===== src/hw/rtl/hsv_to_rgb_converter_core_defines.svh =====
// assertion macros for the hsv to rgb converter
`ifndef HSV_TO_RGB_CONVERTER_CORE_DEFINES_SVH
`define HSV_TO_RGB_CONVERTER_CORE_DEFINES_SVH

// same-cycle implication, checked outside reset
`define H2R_ASSERT_SAME(lbl, clk, rst, ante, cons) \
   lbl: assert property (@(posedge clk) disable iff (rst) (ante) |-> (cons)) \
      else $error("h2r assertion failed: same-cycle check");

// next-cycle implication, checked outside reset
`define H2R_ASSERT_NEXT(lbl, clk, rst, ante, cons) \
   lbl: assert property (@(posedge clk) disable iff (rst) (ante) |=> (cons)) \
      else $error("h2r assertion failed: next-cycle check");

`endif


===== src/hw/rtl/h2r_pkg.sv =====
// shared constants and types of the hsv to rgb converter
`default_nettype none

package h2r_pkg;

   localparam int HUE_BITS = 16;
   localparam int PCT_W    = 7;
   localparam int CH_W     = 8;
   localparam int SECTOR_W = 3;

   // products below 2^15 divided by 100 as a reciprocal multiply
   localparam int PROD_W      = 15;
   localparam int RECIP_W     = 13;
   localparam int RECIP_SHIFT = 19;
   localparam int RECIP_PW    = PROD_W + RECIP_W;
   localparam logic [RECIP_W-1:0] RECIP_100 = RECIP_W'(5243);

   localparam logic [PCT_W-1:0] PCT_MAX = PCT_W'(100);

   typedef struct packed {
      logic [CH_W-1:0]     hi;
      logic [CH_W-1:0]     lo;
      logic [SECTOR_W-1:0] sector;
      logic [HUE_BITS-1:0] frac;
   } h2r_mid_type;

endpackage

`default_nettype wire


===== src/hw/rtl/h2r_req_if.sv =====
// input channel: hue, saturation and brightness
`default_nettype none

interface h2r_req_if;
   import h2r_pkg::*;

   logic                valid;
   logic                ready;
   logic [HUE_BITS-1:0] hue;
   logic [PCT_W-1:0]    saturation;
   logic [PCT_W-1:0]    brightness;

   modport source (output valid, hue, saturation, brightness, input ready);
   modport sink   (input valid, hue, saturation, brightness, output ready);
endinterface

`default_nettype wire


===== src/hw/rtl/h2r_rsp_if.sv =====
// result channel: red, green and blue
`default_nettype none

interface h2r_rsp_if;
   import h2r_pkg::*;

   logic            valid;
   logic            ready;
   logic [CH_W-1:0] red;
   logic [CH_W-1:0] green;
   logic [CH_W-1:0] blue;

   modport source (output valid, red, green, blue, input ready);
   modport sink   (input valid, red, green, blue, output ready);
endinterface

`default_nettype wire


===== src/hw/rtl/h2r_front.sv =====
// first three stages: channel maximum, minimum, hue sector and fraction
`default_nettype none

module h2r_front (
   input  wire logic          clock,
   input  wire logic          reset,
   h2r_req_if.sink            req_bus,
   output logic               mid_valid,
   input  wire logic          mid_ready,
   output h2r_pkg::h2r_mid_type mid_data
);
   import h2r_pkg::*;

   logic                  adv1, adv2, adv3;
   logic [PCT_W-1:0]      sat_c, val_c;
   logic [PROD_W-1:0]     val_x255;
   logic [RECIP_PW-1:0]   hi_full;
   logic [HUE_BITS+2:0]   six;
   logic [RECIP_PW-1:0]   lo_full;

   logic [CH_W-1:0]       s1_hi_in, s1_hi_ff;
   logic [PCT_W-1:0]      s1_inv_in, s1_inv_ff;
   logic [SECTOR_W-1:0]   s1_sector_in, s1_sector_ff;
   logic [HUE_BITS-1:0]   s1_frac_in, s1_frac_ff;
   logic                  s1_valid_in, s1_valid_ff;

   logic [PROD_W-1:0]     s2_prod_in, s2_prod_ff;
   logic [CH_W-1:0]       s2_hi_ff;
   logic [SECTOR_W-1:0]   s2_sector_ff;
   logic [HUE_BITS-1:0]   s2_frac_ff;
   logic                  s2_valid_in, s2_valid_ff;

   h2r_mid_type           s3_data_in, s3_data_ff;
   logic                  s3_valid_in, s3_valid_ff;

   // a stage loads when it is empty or its contents move on
   assign adv3 = !s3_valid_ff || mid_ready;
   assign adv2 = !s2_valid_ff || adv3;
   assign adv1 = !s1_valid_ff || adv2;
   assign req_bus.ready = adv1;

   // stage 1: clamp percentages, max = v*255/100, 6*hue split
   assign sat_c    = (req_bus.saturation > PCT_MAX) ? PCT_MAX : req_bus.saturation;
   assign val_c    = (req_bus.brightness > PCT_MAX) ? PCT_MAX : req_bus.brightness;
   assign val_x255 = PROD_W'({val_c, 8'b0}) - PROD_W'(val_c);
   assign hi_full  = RECIP_PW'(val_x255) * RECIP_PW'(RECIP_100);
   assign six      = (HUE_BITS+3)'({req_bus.hue, 2'b0}) + (HUE_BITS+3)'({req_bus.hue, 1'b0});

   assign s1_hi_in     = hi_full[RECIP_SHIFT +: CH_W];
   assign s1_inv_in    = PCT_MAX - sat_c;
   assign s1_sector_in = six[HUE_BITS +: SECTOR_W];
   assign s1_frac_in   = six[HUE_BITS-1:0];
   assign s1_valid_in  = adv1 ? req_bus.valid : s1_valid_ff;

   // stage 2: max*(100-s); zero saturation gives min equal to max, hence grey
   assign s2_prod_in  = PROD_W'(s1_hi_ff) * PROD_W'(s1_inv_ff);
   assign s2_valid_in = adv2 ? s1_valid_ff : s2_valid_ff;

   // stage 3: divide by 100
   assign lo_full = RECIP_PW'(s2_prod_ff) * RECIP_PW'(RECIP_100);
   always_comb begin
      s3_data_in.hi     = s2_hi_ff;
      s3_data_in.lo     = lo_full[RECIP_SHIFT +: CH_W];
      s3_data_in.sector = s2_sector_ff;
      s3_data_in.frac   = s2_frac_ff;
   end
   assign s3_valid_in = adv3 ? s2_valid_ff : s3_valid_ff;

   always_ff @(posedge clock) begin
      if (reset) begin
         s1_valid_ff <= 1'b0;
         s2_valid_ff <= 1'b0;
         s3_valid_ff <= 1'b0;
      end else begin
         s1_valid_ff <= s1_valid_in;
         s2_valid_ff <= s2_valid_in;
         s3_valid_ff <= s3_valid_in;
      end
   end

   always_ff @(posedge clock) begin
      if (adv1) begin
         s1_hi_ff     <= s1_hi_in;
         s1_inv_ff    <= s1_inv_in;
         s1_sector_ff <= s1_sector_in;
         s1_frac_ff   <= s1_frac_in;
      end
      if (adv2) begin
         s2_prod_ff   <= s2_prod_in;
         s2_hi_ff     <= s1_hi_ff;
         s2_sector_ff <= s1_sector_ff;
         s2_frac_ff   <= s1_frac_ff;
      end
      if (adv3) begin
         s3_data_ff   <= s3_data_in;
      end
   end

   assign mid_valid = s3_valid_ff;
   assign mid_data  = s3_data_ff;

endmodule

`default_nettype wire


===== src/hw/rtl/h2r_blend.sv =====
// last two stages: ramp product and six-sector channel selection
`default_nettype none

module h2r_blend (
   input  wire logic                 clock,
   input  wire logic                 reset,
   input  wire logic                 mid_valid,
   output logic                      mid_ready,
   input  wire h2r_pkg::h2r_mid_type mid_data,
   h2r_rsp_if.source                 rsp_bus
);
   import h2r_pkg::*;

   localparam int RP_W = HUE_BITS + CH_W;

   localparam logic [SECTOR_W-1:0] SECTOR_RED_YELLOW    = SECTOR_W'(0);
   localparam logic [SECTOR_W-1:0] SECTOR_YELLOW_GREEN  = SECTOR_W'(1);
   localparam logic [SECTOR_W-1:0] SECTOR_GREEN_CYAN    = SECTOR_W'(2);
   localparam logic [SECTOR_W-1:0] SECTOR_CYAN_BLUE     = SECTOR_W'(3);
   localparam logic [SECTOR_W-1:0] SECTOR_BLUE_MAGENTA  = SECTOR_W'(4);

   logic                adv4, adv5;
   logic [CH_W-1:0]     span;
   logic [RP_W-1:0]     s4_rprod_in, s4_rprod_ff;
   logic [CH_W-1:0]     s4_hi_ff, s4_lo_ff;
   logic [SECTOR_W-1:0] s4_sector_ff;
   logic                s4_valid_in, s4_valid_ff;

   logic [CH_W-1:0]     ramp, rise, fall;
   logic [CH_W-1:0]     s5_red_in, s5_green_in, s5_blue_in;
   logic [CH_W-1:0]     s5_red_ff, s5_green_ff, s5_blue_ff;
   logic                s5_valid_in, s5_valid_ff;

   assign adv5      = !s5_valid_ff || rsp_bus.ready;
   assign adv4      = !s4_valid_ff || adv5;
   assign mid_ready = adv4;

   // stage 4: frac*(max-min)
   assign span        = mid_data.hi - mid_data.lo;
   assign s4_rprod_in = RP_W'(mid_data.frac) * RP_W'(span);
   assign s4_valid_in = adv4 ? mid_valid : s4_valid_ff;

   // stage 5: pick channels by sector
   assign ramp = s4_rprod_ff[HUE_BITS +: CH_W];
   assign rise = s4_lo_ff + ramp;
   assign fall = s4_hi_ff - ramp;

   always_comb begin
      unique case (s4_sector_ff)
         SECTOR_RED_YELLOW: begin
            s5_red_in = s4_hi_ff; s5_green_in = rise;     s5_blue_in = s4_lo_ff;
         end
         SECTOR_YELLOW_GREEN: begin
            s5_red_in = fall;     s5_green_in = s4_hi_ff; s5_blue_in = s4_lo_ff;
         end
         SECTOR_GREEN_CYAN: begin
            s5_red_in = s4_lo_ff; s5_green_in = s4_hi_ff; s5_blue_in = rise;
         end
         SECTOR_CYAN_BLUE: begin
            s5_red_in = s4_lo_ff; s5_green_in = fall;     s5_blue_in = s4_hi_ff;
         end
         SECTOR_BLUE_MAGENTA: begin
            s5_red_in = rise;     s5_green_in = s4_lo_ff; s5_blue_in = s4_hi_ff;
         end
         // magenta to red sector
         default: begin
            s5_red_in = s4_hi_ff; s5_green_in = s4_lo_ff; s5_blue_in = fall;
         end
      endcase
   end
   assign s5_valid_in = adv5 ? s4_valid_ff : s5_valid_ff;

   always_ff @(posedge clock) begin
      if (reset) begin
         s4_valid_ff <= 1'b0;
         s5_valid_ff <= 1'b0;
      end else begin
         s4_valid_ff <= s4_valid_in;
         s5_valid_ff <= s5_valid_in;
      end
   end

   always_ff @(posedge clock) begin
      if (adv4) begin
         s4_rprod_ff  <= s4_rprod_in;
         s4_hi_ff     <= mid_data.hi;
         s4_lo_ff     <= mid_data.lo;
         s4_sector_ff <= mid_data.sector;
      end
      if (adv5) begin
         s5_red_ff   <= s5_red_in;
         s5_green_ff <= s5_green_in;
         s5_blue_ff  <= s5_blue_in;
      end
   end

   assign rsp_bus.valid = s5_valid_ff;
   assign rsp_bus.red   = s5_red_ff;
   assign rsp_bus.green = s5_green_ff;
   assign rsp_bus.blue  = s5_blue_ff;

endmodule

`default_nettype wire


===== src/hw/rtl/hsv_to_rgb_converter_core.sv =====
// top level of the hsv to rgb converter
//
// req_bus carries hue (0.16 fraction of a turn), saturation and brightness
// (percent, values above 100 count as 100); rsp_bus returns 8-bit red, green
// and blue. Both are valid/ready channels; a transfer happens on a rising
// edge with valid and ready high.
// Five register stages: clamp and maximum channel, min product, divide by
// 100, ramp product, sector select into the output register. Each result
// passes through the stages in that order, and one item is taken every
// cycle while the receiver keeps ready high.
// Each stage holds its own valid bit and loads whenever it is empty or its
// contents move on, so bubbles close up and req_bus stays ready while a
// result waits, until all five stages are full.
// A receiver stall freezes the full stages; nothing is dropped or repeated.
// Synchronous reset empties every stage; rsp_bus.valid is low after it.
`default_nettype none
`include "hsv_to_rgb_converter_core_defines.svh"

module hsv_to_rgb_converter_core (
   input wire logic clock,
   input wire logic reset,
   h2r_req_if.sink   req_bus,
   h2r_rsp_if.source rsp_bus
);
   import h2r_pkg::*;

   logic        mid_valid;
   logic        mid_ready;
   h2r_mid_type mid_data;

   h2r_front u_front (
      .clock     (clock),
      .reset     (reset),
      .req_bus   (req_bus),
      .mid_valid (mid_valid),
      .mid_ready (mid_ready),
      .mid_data  (mid_data)
   );

   h2r_blend u_blend (
      .clock     (clock),
      .reset     (reset),
      .mid_valid (mid_valid),
      .mid_ready (mid_ready),
      .mid_data  (mid_data),
      .rsp_bus   (rsp_bus)
   );

   // minimum channel never exceeds maximum
   `H2R_ASSERT_SAME(a_lo_le_hi, clock, reset, mid_valid, mid_data.lo <= mid_data.hi)
   // hue below a full turn keeps sector at five or less
   `H2R_ASSERT_SAME(a_sector_range, clock, reset, mid_valid, mid_data.sector <= SECTOR_W'(5))
   // held item between the halves stays put
   `H2R_ASSERT_NEXT(a_mid_hold, clock, reset, mid_valid && !mid_ready,
                    mid_valid && $stable(mid_data))

endmodule

`default_nettype wire


===== src/flat_wrapper.sv =====
// flat-port wrapper written by rule: the top's interface ports become plain ports
module hsv_to_rgb_converter_core_flat import h2r_pkg::*;
  (clock, reset, req_bus_valid, req_bus_hue, req_bus_saturation, req_bus_brightness, req_bus_ready, rsp_bus_valid, rsp_bus_red, rsp_bus_green, rsp_bus_blue, rsp_bus_ready);
  h2r_req_if req_bus_i ();
  h2r_rsp_if rsp_bus_i ();
  input wire logic clock;
  input wire logic reset;
  input wire logic [$bits(req_bus_i.valid)-1:0] req_bus_valid;
  input wire logic [$bits(req_bus_i.hue)-1:0] req_bus_hue;
  input wire logic [$bits(req_bus_i.saturation)-1:0] req_bus_saturation;
  input wire logic [$bits(req_bus_i.brightness)-1:0] req_bus_brightness;
  output wire logic [$bits(req_bus_i.ready)-1:0] req_bus_ready;
  output wire logic [$bits(rsp_bus_i.valid)-1:0] rsp_bus_valid;
  output wire logic [$bits(rsp_bus_i.red)-1:0] rsp_bus_red;
  output wire logic [$bits(rsp_bus_i.green)-1:0] rsp_bus_green;
  output wire logic [$bits(rsp_bus_i.blue)-1:0] rsp_bus_blue;
  input wire logic [$bits(rsp_bus_i.ready)-1:0] rsp_bus_ready;
  assign req_bus_i.valid = req_bus_valid;
  assign req_bus_i.hue = req_bus_hue;
  assign req_bus_i.saturation = req_bus_saturation;
  assign req_bus_i.brightness = req_bus_brightness;
  assign req_bus_ready = req_bus_i.ready;
  assign rsp_bus_valid = rsp_bus_i.valid;
  assign rsp_bus_red = rsp_bus_i.red;
  assign rsp_bus_green = rsp_bus_i.green;
  assign rsp_bus_blue = rsp_bus_i.blue;
  assign rsp_bus_i.ready = rsp_bus_ready;
  hsv_to_rgb_converter_core u_core (.clock(clock), .reset(reset), .req_bus(req_bus_i), .rsp_bus(rsp_bus_i));
endmodule

===== config.mk =====
export PLATFORM = sky130hd
export DESIGN_NAME = hsv_to_rgb_converter_core_flat
export DESIGN_NICKNAME = d
export VERILOG_FILES = /design/src/hw/rtl/h2r_pkg.sv /design/src/hw/rtl/h2r_req_if.sv /design/src/hw/rtl/h2r_rsp_if.sv /design/src/hw/rtl/h2r_front.sv /design/src/hw/rtl/h2r_blend.sv /design/src/hw/rtl/hsv_to_rgb_converter_core.sv /design/src/flat_wrapper.sv
export VERILOG_INCLUDE_DIRS = /design/src /design/src/hw/rtl
export SDC_FILE = /design/constraint.sdc
export NUM_CORES = 1
export LEC_CHECK = 0
export BUFFER_PORTS_ARGS = -buffer_cell sky130_fd_sc_hd__buf_2
export CAP_MARGIN = 20
export CORE_MARGIN = 8
export CORE_UTILIZATION = 39
export CTS_CLUSTER_DIAMETER = 60
export DETAILED_ROUTE_END_ITERATION = 16
export GPL_ROUTABILITY_DRIVEN = 1
export GPL_TIMING_DRIVEN = 0
export SYNTH_ARGS = -nofsm -noshare
export SYNTH_HDL_FRONTEND = slang
export SYNTH_SLANG_ARGS = --single-unit

===== constraint.sdc =====
create_clock -name clock -period 11.2 [get_ports clock]
set_input_delay 2.24 -clock clock [delete_from_list [all_inputs] [get_ports clock]]
set_output_delay 2.24 -clock clock [all_outputs]
set_load 0.02 [all_outputs]

==> flow_metrics.tcl <==
set metrics [dict create \
    skew_ps 15.15 \
    synthCells 1914 \
    place.gp.congestion 0.8762 \
    cts_buffers 17 \
    slew-limit-headroom 0.3605 \
    min_period_ps 9580 \
    grt_usage 0.1395 \
    clk_pin_slew_ps 70 \
    hold_path_class "flop to flop" \
    startpoint_type "input port" \
    drive_above_1_share 0.06038 \
    async_flop_share 0 \
    vias 13140 \
    cts_buffer_depth 2 \
    yosysUniqueCellTypes 73 \
    synthTopCellsByArea "fa_1 (25%), edfxtp_1 (24%), ha_1 (19%), inv_1 (7.7%), nand2_1 (2.8%)" \
    htree_levels 4 \
    nets 2578 \
    fp-row-count 82 \
    multiInputGateArea_um2 13310 \
    ant_nets 0 \
    synth_ff_type "edfxtp_1" \
    antenna_found_initial 1 \
    cts_sinks 164 \
    area_delta_synth_final_pct 8.981 \
    synth_edf_count 159 \
    cts_setup_buffers 0 \
    place_hpwl_um 33530 \
    tns_ps 0 \
    drv_slew 0 \
    regArea_um2 4875 \
    finalCritPeriodShare 0.8554 \
    drv_cap 0 \
    fmax_mhz 104.4 \
    syn_nets 2501 \
    wire_per_inst_um 14.82 \
    placement.io_buffers 56 \
    synthesis.area_um2 19840 \
    initialDrtViolationCount 516 \
    synth_top_area_frac 0.2462 \
    clock_latency_ps 440 \
    initial_core_util 0.3954 \
    drt-pass1-iter-count 7 \
    hold_viol 0 \
    outcome "completed" \
    cp.arrival_ps 9770 \
    rsz0062_at_grt "no" \
    core_area_um2 50170 \
    yosys.cell_count.top_type "inv_1" \
    io_pins 60 \
    crit_fanout 7 \
    die_h_um 241.5 \
    crit_path_end_kind "flop" \
    overflow 0 \
    die_w_um 241.5 \
    fin_util 0.4309 \
    worst_pin_slew_ps 949.2 \
    ys_ff_latch 164 \
    grt_max_degree 42 \
    routed_wl_um 39650 \
    diodes 0 \
    ys.warnings.count 0 \
    postCtsHoldBufs 0 \
    setup_viol 0 \
    viasPerCell 4.909 \
    nFillCells 4741 \
    cts_tree "built" \
    cts_root_buf "clkbuf_16" \
    required_ps 11390 \
    post-synth-top-area-cell "fa_1" \
    die-area_um2 58340 \
    grt_pass1_vias 14010 \
    yosysSeqAreaShare 0.2457 \
    synthTopCellsByCount "inv_1 (407), ha_1 (309), fa_1 (244)" \
    synth.avg_cell_area_um2 10.37 \
    grt_pass1_wl_um 68160 \
    post_cts_resized 0 \
    drc 0 \
    critPathKind "input port to flop" \
]
==> cell usage in the layout, fill, tap and decap left out, types with 24 or more instances in the layout <==
master and count:
nor2_1 66, and2_1 72, nand3_1 29, edfxtp_1 159
xnor2_1 59, o21ai_0 41, a21oi_1 68, inv_1 407
xor2_1 24, ha_1 309, nor3_1 24, fa_1 244
clkbuf_1 26, buf_2 59, nand2_1 146
==> path summary, 6_finish.rpt <==
check | cells past startpoint | start | slack, ps | endpoint
max | 28 | req_bus_brightness[3] | 1620 | u_core.u_front.s1_hi_ff[7]
min | 0 | u_core.u_front.s1_frac_ff[13] | 420 | u_core.u_front.s2_frac_ff[13]
max reg2reg | 26 | u_core.u_front.mid_data[27] | 4160 | u_core.u_blend.s4_rprod_ff[23]
min reg2reg | 0 | u_core.u_front.s1_frac_ff[13] | 420 | u_core.u_front.s2_frac_ff[13]
==> routing by layer <==
layer | vias up | global-route usage | share of wire
li1 | 6421 | - | -
met1 | 6422 | 0.1825 | 0.47
met2 | 240 | 0.2350 | 0.48
met3 | 54 | 0.02668 | 0.041
met4 | 0 | 0.03587 | 0.016
met5 | - | 0 | 0
==> worst max-delay path: stages <==
cell      delay (ps)
clkbuf_2         160
nor3_2           370
nor2_1           140
nand2_1          150
nand2_1          170
ha_1             250
clkbuf_1         230
nor2b_1          230
and3_1           200
nor3_1           500
inv_1            270
ha_1             370
inv_1             60
fa_1             500
inv_1             70
fa_1             510
inv_1             50
fa_1             470
fa_1             540
inv_1             40
ha_1             340
a211oi_1         420
nor4b_1          430
o21ai_1          270
a41oi_1          310
o21ai_1          140
a31oi_1          230
xnor2_1          110
==> registers in the layout, indices dropped and copies added (netlist names), 7 cells and up <==
signal,flops
u_core.u_front.s2_frac_ff,15
u_core.u_front.s1_frac_ff,15
u_core.u_blend.s4_lo_ff,8
u_core.u_blend.rsp_bus.blue,8
u_core.u_front.s1_hi_ff,8
u_core.u_front.s2_hi_ff,8
u_core.u_front.s2_prod_ff,15
u_core.u_blend.s4_hi_ff,8
u_core.u_front.s1_inv_ff,7
u_core.u_blend.rsp_bus.red,8
u_core.u_front.mid_data,34
u_core.u_blend.rsp_bus.green,8
u_core.u_blend.s4_rprod_ff,8
==> metrics by stage <==
step	cells	hold WS, ps	area, um^2	setup WS, ps
after floorplan	1914	400.3	19840	2614
after global placement	2642	404.6	20960	1268
after detailed placement	2644	404.5	21020	1098
after CTS	2676	416.7	21620	1580
after global routing	2676	421.0	21620	1028
final	2676	415.3	21620	1620
==> cells by family (layout without fill, tap and decap cells) <==
kind of cell / Yosys count / in the layout / synth area share
buffers and inverters: 441 / 531 / 0.08369
adder cells (fa/ha/maj): 553 / 553 / 0.4411
AND/OR/NAND/NOR: 409 / 409 / 0.1005
XOR/XNOR: 84 / 84 / 0.03746
flip-flops: 164 / 164 / 0.2457
multiplexers: 23 / 23 / 0.01211
AO/OA/AOI/OAI: 240 / 240 / 0.07940
==> layout make-up <==
cell class              count  share of cell area
clock inverters            14            0.006829
multi-input cells        1309              0.6157
repair buffers             58             0.01551
inverters                 409             0.07101
well taps                 672             0.03889
clock buffers              18             0.02083
flip-flops and latches    164              0.2255
plain buffers              32            0.005787
Power is left out: the tool's default activity adds up to more than one toggle a clock period on the data nets, which glitch-free logic cannot reach.
